`src/kdlp_pkg.sv`:
```
// ----------------------------------------------------------------------------
// kdlp_pkg
// types, constants and register codes for the key debounce / long-press block
// ----------------------------------------------------------------------------
package kdlp_pkg;

  localparam int NUM_KEYS = 18;
  localparam int KEY_AW   = (NUM_KEYS > 1) ? $clog2(NUM_KEYS) : 1;
  localparam int KEY_W    = 5;
  localparam int KEY_CW   = 7;
  localparam int TIME_W   = 32;
  localparam int CFG_W    = 16;
  localparam int CFG_IW   = 2;

  localparam logic [CFG_IW-1:0] REG_DEBOUNCE  = 2'd0;
  localparam logic [CFG_IW-1:0] REG_LONGPRESS = 2'd1;

  localparam logic [CFG_W-1:0] DEBOUNCE_RESET  = 16'd10;
  localparam logic [CFG_W-1:0] LONGPRESS_RESET = 16'd750;

  localparam logic [1:0] KS_RELEASED = 2'd0;
  localparam logic [1:0] KS_PRESSED  = 2'd1;
  localparam logic [1:0] KS_LONG     = 2'd2;

  typedef struct packed {
    logic [KEY_W-1:0]  key_index;
    logic              pressed;
    logic [TIME_W-1:0] now_ms;
  } sample_t;

  typedef struct packed {
    logic              event_valid;
    logic [1:0]        event_kind;
    logic [1:0]        previous_kind;
    logic [KEY_W-1:0]  event_key;
    logic [TIME_W-1:0] event_time_ms;
    logic [1:0]        key_state;
  } result_t;

  typedef struct packed {
    logic [1:0]        status;
    logic [TIME_W-1:0] holdoff;
  } entry_t;

  localparam int ENTRY_W = $bits(entry_t);

  typedef struct packed {
    logic [CFG_W-1:0] debounce_ms;
    logic [CFG_W-1:0] longpress_ms;
  } cfg_t;

  typedef struct packed {
    logic   wr;
    entry_t entry;
  } upd_t;

endpackage

```
`src/kdlp_ram.sv`:
```
// ----------------------------------------------------------------------------
// kdlp_ram
// generic single-write, single-read ram with registered read data
// ----------------------------------------------------------------------------
module kdlp_ram #(
  parameter int WIDTH = 8,
  parameter int DEPTH = 16
) (
  input  logic                                      clk,
  input  logic                                      we,
  input  logic [((DEPTH > 1) ? $clog2(DEPTH) : 1)-1:0] waddr,
  input  logic [WIDTH-1:0]                          wdata,
  input  logic                                      re,
  input  logic [((DEPTH > 1) ? $clog2(DEPTH) : 1)-1:0] raddr,
  output logic [WIDTH-1:0]                          rdata
);

  logic [WIDTH-1:0] mem [DEPTH];

  always_ff @(posedge clk) begin
    if (we) begin
      mem[waddr] <= wdata;
    end
    if (re) begin
      rdata <= mem[raddr];
    end
  end

endmodule

```
`src/kdlp_update.sv`:
```
// ----------------------------------------------------------------------------
// kdlp_update
// per-key state update: hold-off check, debounce change and long-press test
// ----------------------------------------------------------------------------
module kdlp_update import kdlp_pkg::*; (
  input  sample_t smp,
  input  logic    in_range,
  input  entry_t  cur,
  input  cfg_t    cfg,
  output result_t res,
  output upd_t    upd
);

  logic              live;
  logic              chg;
  logic              lp;
  logic [TIME_W-1:0] age;

  always_comb begin
    live = in_range && (cur.holdoff < smp.now_ms);
    chg  = (!smp.pressed && cur.status != KS_RELEASED) ||
           (smp.pressed && cur.status == KS_RELEASED);
    age  = smp.now_ms - cur.holdoff;
    lp   = smp.pressed && cur.status == KS_PRESSED &&
           age > TIME_W'(cfg.longpress_ms);

    upd.wr    = live;
    upd.entry = cur;

    res.event_valid   = 1'b0;
    res.event_kind    = KS_RELEASED;
    res.previous_kind = KS_RELEASED;
    res.event_key     = smp.key_index;
    res.event_time_ms = smp.now_ms;
    res.key_state     = in_range ? cur.status : KS_RELEASED;

    if (live && chg) begin
      upd.entry.holdoff  = smp.now_ms + TIME_W'(cfg.debounce_ms);
      upd.entry.status   = smp.pressed ? KS_PRESSED : KS_RELEASED;
      res.event_valid    = 1'b1;
      res.previous_kind  = cur.status;
      res.event_kind     = upd.entry.status;
      res.key_state      = upd.entry.status;
    end else if (live && lp) begin
      upd.entry.status   = KS_LONG;
      res.event_valid    = 1'b1;
      res.previous_kind  = cur.status;
      res.event_kind     = KS_LONG;
      res.key_state      = KS_LONG;
    end
  end

endmodule

```
`src/key_debounce_longpress_top.sv`:
```
// ----------------------------------------------------------------------------
// key_debounce_longpress_top
// debounce and long-press detector for a bank of keys, state held in a ram
// ----------------------------------------------------------------------------
// usage:
//   smp channel (valid/ready) takes one key sample per item: index, pressed
//   bit and millisecond time. res channel (valid/ready) returns exactly one
//   item per sample with the event flag, new and old state, key, time and
//   the key's state after the sample.
//   the per-key state and hold-off time sit in one ram read at acceptance;
//   the update and write-back follow in the update stage, with the write data
//   forwarded to a following sample of the same key.
//   a result is registered from the update stage. throughput: one item per
//   cycle while results are taken, set by the single ram read/write pair.
//   the result register lets a new sample enter while a result waits; when
//   the receiver stalls, one sample waits in the update stage and then
//   smp_ready drops until a result is taken.
//   reset clears per-key valid flags so every key starts released with a
//   zero hold-off, and restores debounce 10 ms and long-press 750 ms.
//   cfg_we writes cfg_data to register cfg_index: 0 debounce, 1 long-press;
//   other indexes are ignored. write only while the block is idle.
// ----------------------------------------------------------------------------
module key_debounce_longpress_top import kdlp_pkg::*; (
  input  logic              clk,
  input  logic              rst,
  input  logic              smp_valid,
  output logic              smp_ready,
  input  sample_t           smp_data,
  output logic              res_valid,
  input  logic              res_ready,
  output result_t           res_data,
  input  logic              cfg_we,
  input  logic [CFG_IW-1:0] cfg_index,
  input  logic [CFG_W-1:0]  cfg_data
);

  cfg_t              cfg;
  logic [NUM_KEYS-1:0] vld;

  logic              acc;
  logic              in_range;
  logic [KEY_AW-1:0] raddr;

  logic              s1_valid;
  logic              s1_fresh;
  logic              s1_range;
  sample_t           s1_smp;
  logic              rd_vld;
  logic              fwd_hit;
  entry_t            fwd_data;
  entry_t            held;
  entry_t            ram_q;
  entry_t            eff;
  logic              s1_go;
  logic [KEY_AW-1:0] waddr;
  logic              we;

  result_t           res;
  upd_t              upd;

  assign in_range  = KEY_CW'(smp_data.key_index) < KEY_CW'(NUM_KEYS);
  assign raddr     = KEY_AW'(smp_data.key_index);
  assign waddr     = KEY_AW'(s1_smp.key_index);
  assign s1_go     = s1_valid && (!res_valid || res_ready);
  assign smp_ready = !s1_valid || s1_go;
  assign acc       = smp_valid && smp_ready;
  assign we        = s1_go && upd.wr;

  always_comb begin
    if (!s1_fresh) begin
      eff = held;
    end else if (fwd_hit) begin
      eff = fwd_data;
    end else if (rd_vld) begin
      eff = ram_q;
    end else begin
      eff = '0;
    end
  end

  kdlp_ram #(
    .WIDTH(ENTRY_W),
    .DEPTH(NUM_KEYS)
  ) u_ram (
    .clk  (clk),
    .we   (we),
    .waddr(waddr),
    .wdata(upd.entry),
    .re   (acc && in_range),
    .raddr(raddr),
    .rdata(ram_q)
  );

  kdlp_update u_update (
    .smp     (s1_smp),
    .in_range(s1_range),
    .cur     (eff),
    .cfg     (cfg),
    .res     (res),
    .upd     (upd)
  );

  always_ff @(posedge clk) begin
    if (rst) begin
      cfg.debounce_ms  <= DEBOUNCE_RESET;
      cfg.longpress_ms <= LONGPRESS_RESET;
    end else if (cfg_we) begin
      if (cfg_index == REG_DEBOUNCE) begin
        cfg.debounce_ms <= cfg_data;
      end else if (cfg_index == REG_LONGPRESS) begin
        cfg.longpress_ms <= cfg_data;
      end
    end
  end

  always_ff @(posedge clk) begin
    held     <= eff;
    fwd_data <= upd.entry;
    if (acc) begin
      s1_smp   <= smp_data;
      s1_range <= in_range;
      rd_vld   <= in_range ? vld[raddr] : 1'b0;
    end
    if (s1_go) begin
      res_data <= res;
    end
  end

  always_ff @(posedge clk) begin
    if (rst) begin
      vld       <= '0;
      s1_valid  <= 1'b0;
      s1_fresh  <= 1'b0;
      fwd_hit   <= 1'b0;
      res_valid <= 1'b0;
    end else begin
      if (we) begin
        vld[waddr] <= 1'b1;
      end
      fwd_hit  <= we && acc && in_range && (waddr == raddr);
      s1_fresh <= acc;
      if (acc) begin
        s1_valid <= 1'b1;
      end else if (s1_go) begin
        s1_valid <= 1'b0;
      end
      if (s1_go) begin
        res_valid <= 1'b1;
      end else if (res_ready) begin
        res_valid <= 1'b0;
      end
    end
  end

endmodule
```
`config.mk`:
```
export PLATFORM = sky130hd
export DESIGN_NAME = key_debounce_longpress_top
export DESIGN_NICKNAME = d
export VERILOG_FILES = /design/src/kdlp_pkg.sv /design/src/kdlp_ram.sv /design/src/kdlp_update.sv /design/src/key_debounce_longpress_top.sv
export SDC_FILE = /design/constraint.sdc
export NUM_CORES = 1
export LEC_CHECK = 0
export BUFFER_PORTS_ARGS = -buffer_cell sky130_fd_sc_hd__buf_2
export CAP_MARGIN = 5
export CORE_UTILIZATION = 62
export DETAILED_ROUTE_END_ITERATION = 10
export HOLD_SLACK_MARGIN = 0.1
export PLACE_DENSITY = 0.79
export SYNTH_ARGS = -nofsm -noshare
export SYNTH_HDL_FRONTEND = slang
export SYNTH_SLANG_ARGS = --single-unit
```
`constraint.sdc`:
```
create_clock -name clk -period 8.9 [get_ports clk]
set_input_delay 2.67 -clock clk [delete_from_list [all_inputs] [get_ports clk]]
set_output_delay 2.67 -clock clk [all_outputs]
set_load 0.02 [all_outputs]
```
Yosys cells after proc, flatten, opt, wreduce, memory -nomap -nowiden

Memory sizes are Yosys's and may differ from the RTL's. A register that Yosys moved wholly into a read port is not among the register bits.
Cells that the tools add are included.

Add/sub/neg operators: 2
Multiplexer cells: 22
Reductions and logical operators: 28
Equal/unequal tests: 3
Order comparisons: 6
Bitwise operators: 2

Operator list:

| cell               | count |
|---|---|
| $mux 34            | 3 |
| $add 32x16->32     | 1 |
| $gt 32x16->1       | 1 |
| $lt 32x32->1       | 1 |
| $mux 32            | 1 |
| $sub 32x32->32     | 1 |
| $or 18x18->18      | 1 |
| $logic_and 1x1->1  | 15 |
| $lt 5x6->1 const B | 2 |
| $mux 2             | 5 |
| $mux 1             | 9 |
| $reduce_bool 2->1  | 3 |
| $bmux 1 s5         | 1 |
| $demux 1 s5        | 1 |
| $eq 5x5->1         | 1 |
| $ge 5x1->1 const B | 1 |
| $lt 5x5->1 const B | 1 |
| $mux 5             | 1 |
| $eq 2x1->1 const B | 2 |
| $logic_not 2->1    | 2 |
| $mux 4             | 1 |
| $logic_not 1->1    | 3 |
| $logic_or 1x1->1   | 3 |
| $reduce_and 3->1   | 1 |
| other kinds (2)    | 2 |

Logic and storage cells: 86
RAM bits: 612
Input port bits: 61
Memories kept: 1
Output and inout bits: 46
Bits in registers: 206

Memory list:

| memory    | depth | bits a word | rd ports | clocked after Yosys merged registers in | write ports | RTL line       | text |
|---|---|---|---|---|---|---|---|
| u_ram.mem | 18    | 34          | 1        | 1                                       | 1           | kdlp_ram.sv:18 | `logic [WIDTH-1:0] mem [DEPTH];` |

Logic depth before layout (Yosys ltp)

Depth in word-level cells: 9
Gate-level depth with buffers: 28

By module

A second synthesis with hierarchy kept.

Cells, all modules: 2282
Area total of the unflattened synthesis: 35512.8 sq um

Modules (own cells, without submodules):

| module                     | area an instance (sq um) | sequential area each (sq um) | times used | cells an instance |
|---|---|---|---|---|
| kdlp_ram                   | 24491.0                  | 19398.6                      | 1          | 1116 |
| key_debounce_longpress_top | 6706.4                   | 4964.8                       | 1          | 527 |
| kdlp_update                | 4315.4                   | 0.0                          | 1          | 639 |

Worst setup path before layout

Ideal clock, no wire load.

Path kind: register -> register
Start point: reg s1_fresh
End point: mem u_ram.mem[4][0] (netlist bit), enable pin
Period minus slack after synthesis: 6.541 ns
Setup time: 0.470 ns
Arrival time: 6.071 ns
Required time: 8.430 ns
Slack: 2.359 ns
Stages on the path, launching flop included: 22
Cells stage by stage: dfxtp_1 > buf_6 > buf_6 > buf_6 > buf_2 > clkbuf_1 > buf_1 > nor2_1 > a21oi_1 > inv_1 > ha_1 > clkbuf_1 > a21oi_1 > o21ai_0 > a21oi_1 > o21ai_0 > a211oi_1 > o21ai_0 > a21o_1 > a2bb2oi_1 > or4_1 > nor3_1

RTL lines:

| element                | RTL line                          | text |
|---|---|---|
| start, declared        | key_debounce_longpress_top.sv:45  | `logic s1_fresh;` |
| start signal, assigned | key_debounce_longpress_top.sv:133 | `s1_fresh <= 1'b0;` |
| start signal, assigned | key_debounce_longpress_top.sv:141 | `s1_fresh <= acc;` |
| end, declared          | kdlp_ram.sv:18                    |  |

==> flow_metrics.env <==
export IMPL_synth_cell_types=86
export IMPL_syn_area_sq_um=35300
export IMPL_netlist_instances=2181
export IMPL_vias_per_cell=6.72
export IMPL_cp_end_kind="flop"
export IMPL_reg2reg_depth=23
export IMPL_placed_cells=2980
export IMPL_cts_tree="yes"
export IMPL_cp_max_fo=19
export IMPL_grt_max_degree=99
export IMPL_hold_violations=0
export IMPL_cp_data_required_time_ns=9.14
export IMPL_htreeDepth=3
export IMPL_worst_pin_slew_ns=1.35
export IMPL_synth_seq_cells=852
export IMPL_start_util=0.627
export IMPL_postCtsSetupBuffers=0
export IMPL_min_from="cfg[11]"
export IMPL_grt_pass1_wl_um=133000
export IMPL_skew_ns=0.0277
export IMPL_drtIter0Drc=2819
export IMPL_numCtsBuffers=83
export IMPL_power_leakage_nw=13.6
export IMPL_drc_errors=0
export IMPL_outcome="completed"
export IMPL_grt_setup_unrepaired="no"
export IMPL_areaGrowthSynthToFinish_pct=12.1
export IMPL_timing_rr_start="rd_vld"
export IMPL_cap_violations=0
export IMPL_synth_avg_cell_area_sq_um=16.2
export IMPL_final_period_utilization=0.829
export IMPL_r2r_end="u_ram.mem[8][32]"
export IMPL_gp_congestion=1.02
export IMPL_worstSetupStartpointType="flop"
export IMPL_relSlewSlack=0.0966
export IMPL_hp_class="flop to flop"
export IMPL_ios=107
export IMPL_period_needed_ns=7.37
export IMPL_routedWlPerCell_um=29.1
export IMPL_die_h_um=241
export IMPL_place_port_buffers=106
export IMPL_coreArea_sq_um=56300
export IMPL_cts_path_max_buffers=3
export IMPL_syn_num_nets=2297
export IMPL_grt_pass1_vias=21100
export IMPL_dp_hpwl_um=52000
export IMPL_grt_antenna_before_repair=2
export IMPL_critPathArrivalTime_ns=7.61
export IMPL_postRouteAntennaNets=0
export IMPL_drv_slew=0
export IMPL_clkTransAtPathRegs_ns=0.06
export IMPL_synth_edff_count=730
export IMPL_cp_endpoint="u_ram.mem[8][32]"
export IMPL_diodes=0
export IMPL_drive_gt1_frac=0.221
export IMPL_die_width_um=241
export IMPL_crit_start="rd_vld"
export IMPL_layout_cells_non_filler=3141
export IMPL_rrSetupSlack_ns=1.53
export IMPL_row_count=87
export IMPL_clock_sinks=852
export IMPL_ys_warn_count=0
export IMPL_nFillCells=3417
export IMPL_clock_fmax_mhz=136
export IMPL_cts_root_buf="clkbuf_16"
export IMPL_setup_tns_ns=0
export IMPL_nets=2431
export IMPL_crit_type="flop to flop"
export IMPL_grt_ovfl_total=0
export IMPL_grt_usage=0.321
export IMPL_power_density_nw_per_um2=231
export IMPL_drtPass1Iterations=8
export IMPL_final_util=0.703
export IMPL_async_reset_ff_frac=0
export IMPL_setup_violations=0
export IMPL_dieArea_sq_um=57900
export IMPL_hold_buffers=0
export IMPL_yosys_most_used_dff="edfxtp_1"
export IMPL_vias=21100
export IMPL_clk_latency_ns=0.64
export IMPL_yosysSeqAreaShare=0.690
export IMPL_ctsResizeCount=0
export IMPL_wirelength_um=91600
export IMPL_vdd_ir_drop_worst_uv=172
[worst min path at each step]
stage               cells past startpoint  slack, ns           end
floorplan                               0       0.42  res_data[38]
global placement                        2       0.44        vld[3]
detailed placement                      2       0.46       cfg[13]
CTS                                     2       0.47        cfg[4]
global route                            2       0.48        cfg[4]
finish                                  2       0.47       cfg[11]
[where the power goes]
group	internal (mW)	switching (mW)	leakage, nW
Sequential	4.57	0.0564	7.64
Clock	1.97	1.49	1.30
Combinational	0.358	0.704	4.63
Total	6.90	2.25	13.6
[cell usage after synthesis (7+ instances only)]
master / count / area share
xnor2_1: 35 / 0.0087
a21oi_1: 128 / 0.018
nand2b_1: 13 / 0.0023
edfxtp_1: 730 / 0.62
dfxtp_1: 122 / 0.069
clkbuf_1: 79 / 0.0084
nand3_1: 17 / 0.0024
buf_1: 22 / 0.0023
ha_1: 54 / 0.019
nor4_1: 8 / 0.0014
a31oi_1: 19 / 0.0034
a211oi_1: 13 / 0.0028
a21o_1: 30 / 0.0064
o31ai_1: 11 / 0.0023
and3_1: 12 / 0.0021
mux2i_1: 41 / 0.012
nor2_1: 146 / 0.016
xor2_1: 25 / 0.0062
nor2b_1: 8 / 0.0014
a211o_1: 12 / 0.0030
nand2_1: 130 / 0.014
nor3_1: 20 / 0.0028
nand3b_1: 11 / 0.0023
a22oi_1: 24 / 0.0051
and2_1: 13 / 0.0023
o21ai_0: 55 / 0.0078
maj3_1: 7 / 0.0020
nand4_1: 21 / 0.0037
inv_1: 72 / 0.0077
mux4_2: 175 / 0.11
o211ai_1: 7 / 0.0015
[flip-flops by register name, indices dropped and copies added (netlist names)]
| signal | count |
|---|---|
| cfg | 32 |
| vld | 18 |
| fwd_data | 34 |
| s1_smp | 33 |
| u_ram.mem | 612 |
| s1_range | 1 |
| res_valid | 1 |
| fwd_hit | 1 |
| s1_fresh | 1 |
| rd_vld | 1 |
| res_data | 44 |
| waddr | 5 |
| s1_valid | 1 |
| u_ram.rdata | 34 |
| held | 34 |
[cells by family (layout without fill, tap and decap cells)]
group / after synthesis / count (layout) / synth area share
adders and majority gates: 64 / 64 / 0.0223
AOI/OAI and AO/OA: 369 / 369 / 0.0690
xor gates and xnor gates: 60 / 60 / 0.0149
DFF: 852 / 852 / 0.690
buffers and inverters: 186 / 390 / 0.0216
and+or+nand+nor: 433 / 433 / 0.0586
muxes: 217 / 217 / 0.124
[critical path, stage by stage (launching register included)]
cell      delay [ns]
edfxtp_1        0.65
nor2b_2         0.52
a22oi_1         0.14
a21oi_1         0.34
ha_1            0.32
inv_1           0.09
ha_1            0.22
a311oi_2        0.25
a21oi_1         0.13
maj3_2          0.38
a221o_1         0.39
a21oi_1         0.37
xor2_1          0.20
ha_1            0.26
a21oi_1         0.13
nor2b_1         0.06
o21ai_0         0.15
a21oi_1         0.08
o21ai_0         0.14
a21oi_1         0.14
a311oi_1        0.31
nand4_1         0.21
or4_4           0.48
a21oi_1         1.01
[placed cells by master, fill, tap and decap left out, types with 48 or more instances in the layout]
| cell type | count |
|---|---|
| nor2_1 | 132 |
| buf_2 | 104 |
| buf_4 | 53 |
| edfxtp_1 | 730 |
| inv_1 | 70 |
| dfxtp_1 | 120 |
| o21ai_0 | 48 |
| mux4_2 | 175 |
| ha_1 | 54 |
| a21oi_1 | 127 |
| clkbuf_16 | 86 |
| nand2_1 | 130 |
[area by class of cell]
cell class / count / area (sq um) / area share
clock buffer: 112 / 2300 / 0.0581
clock inverter: 43 / 374 / 0.00945
inverter: 74 / 278 / 0.00702
multi-input combinational: 1143 / 10300 / 0.261
sequential: 852 / 24400 / 0.615
tap: 756 / 946 / 0.0239
timing repair buffer: 161 / 976 / 0.0247
[through the flow]
step	cell area [sq um]	hold WS [ns]	setup WS [ns]	power (mW)
floorplan	35300	0.424	2.36	5.37
global placement	36800	0.443	1.97	5.69
detailed placement	36800	0.456	1.75	5.72
CTS	39500	0.471	1.72	9.14
global route	39600	0.484	1.01	9.40
finish	39600	0.469	1.53	9.15
[layer usage]
layer	vias up	global-route usage	wire length, um	part of all wire
li1	8838	-	-	-
met1	10600	0.442	34700	0.38
met2	1397	0.508	43600	0.48
met3	268	0.0592	9480	0.10
met4	2	0.136	3730	0.041
met5	-	0	13	0.00014
No activity file was read; power rests on OpenSTA's default activity.
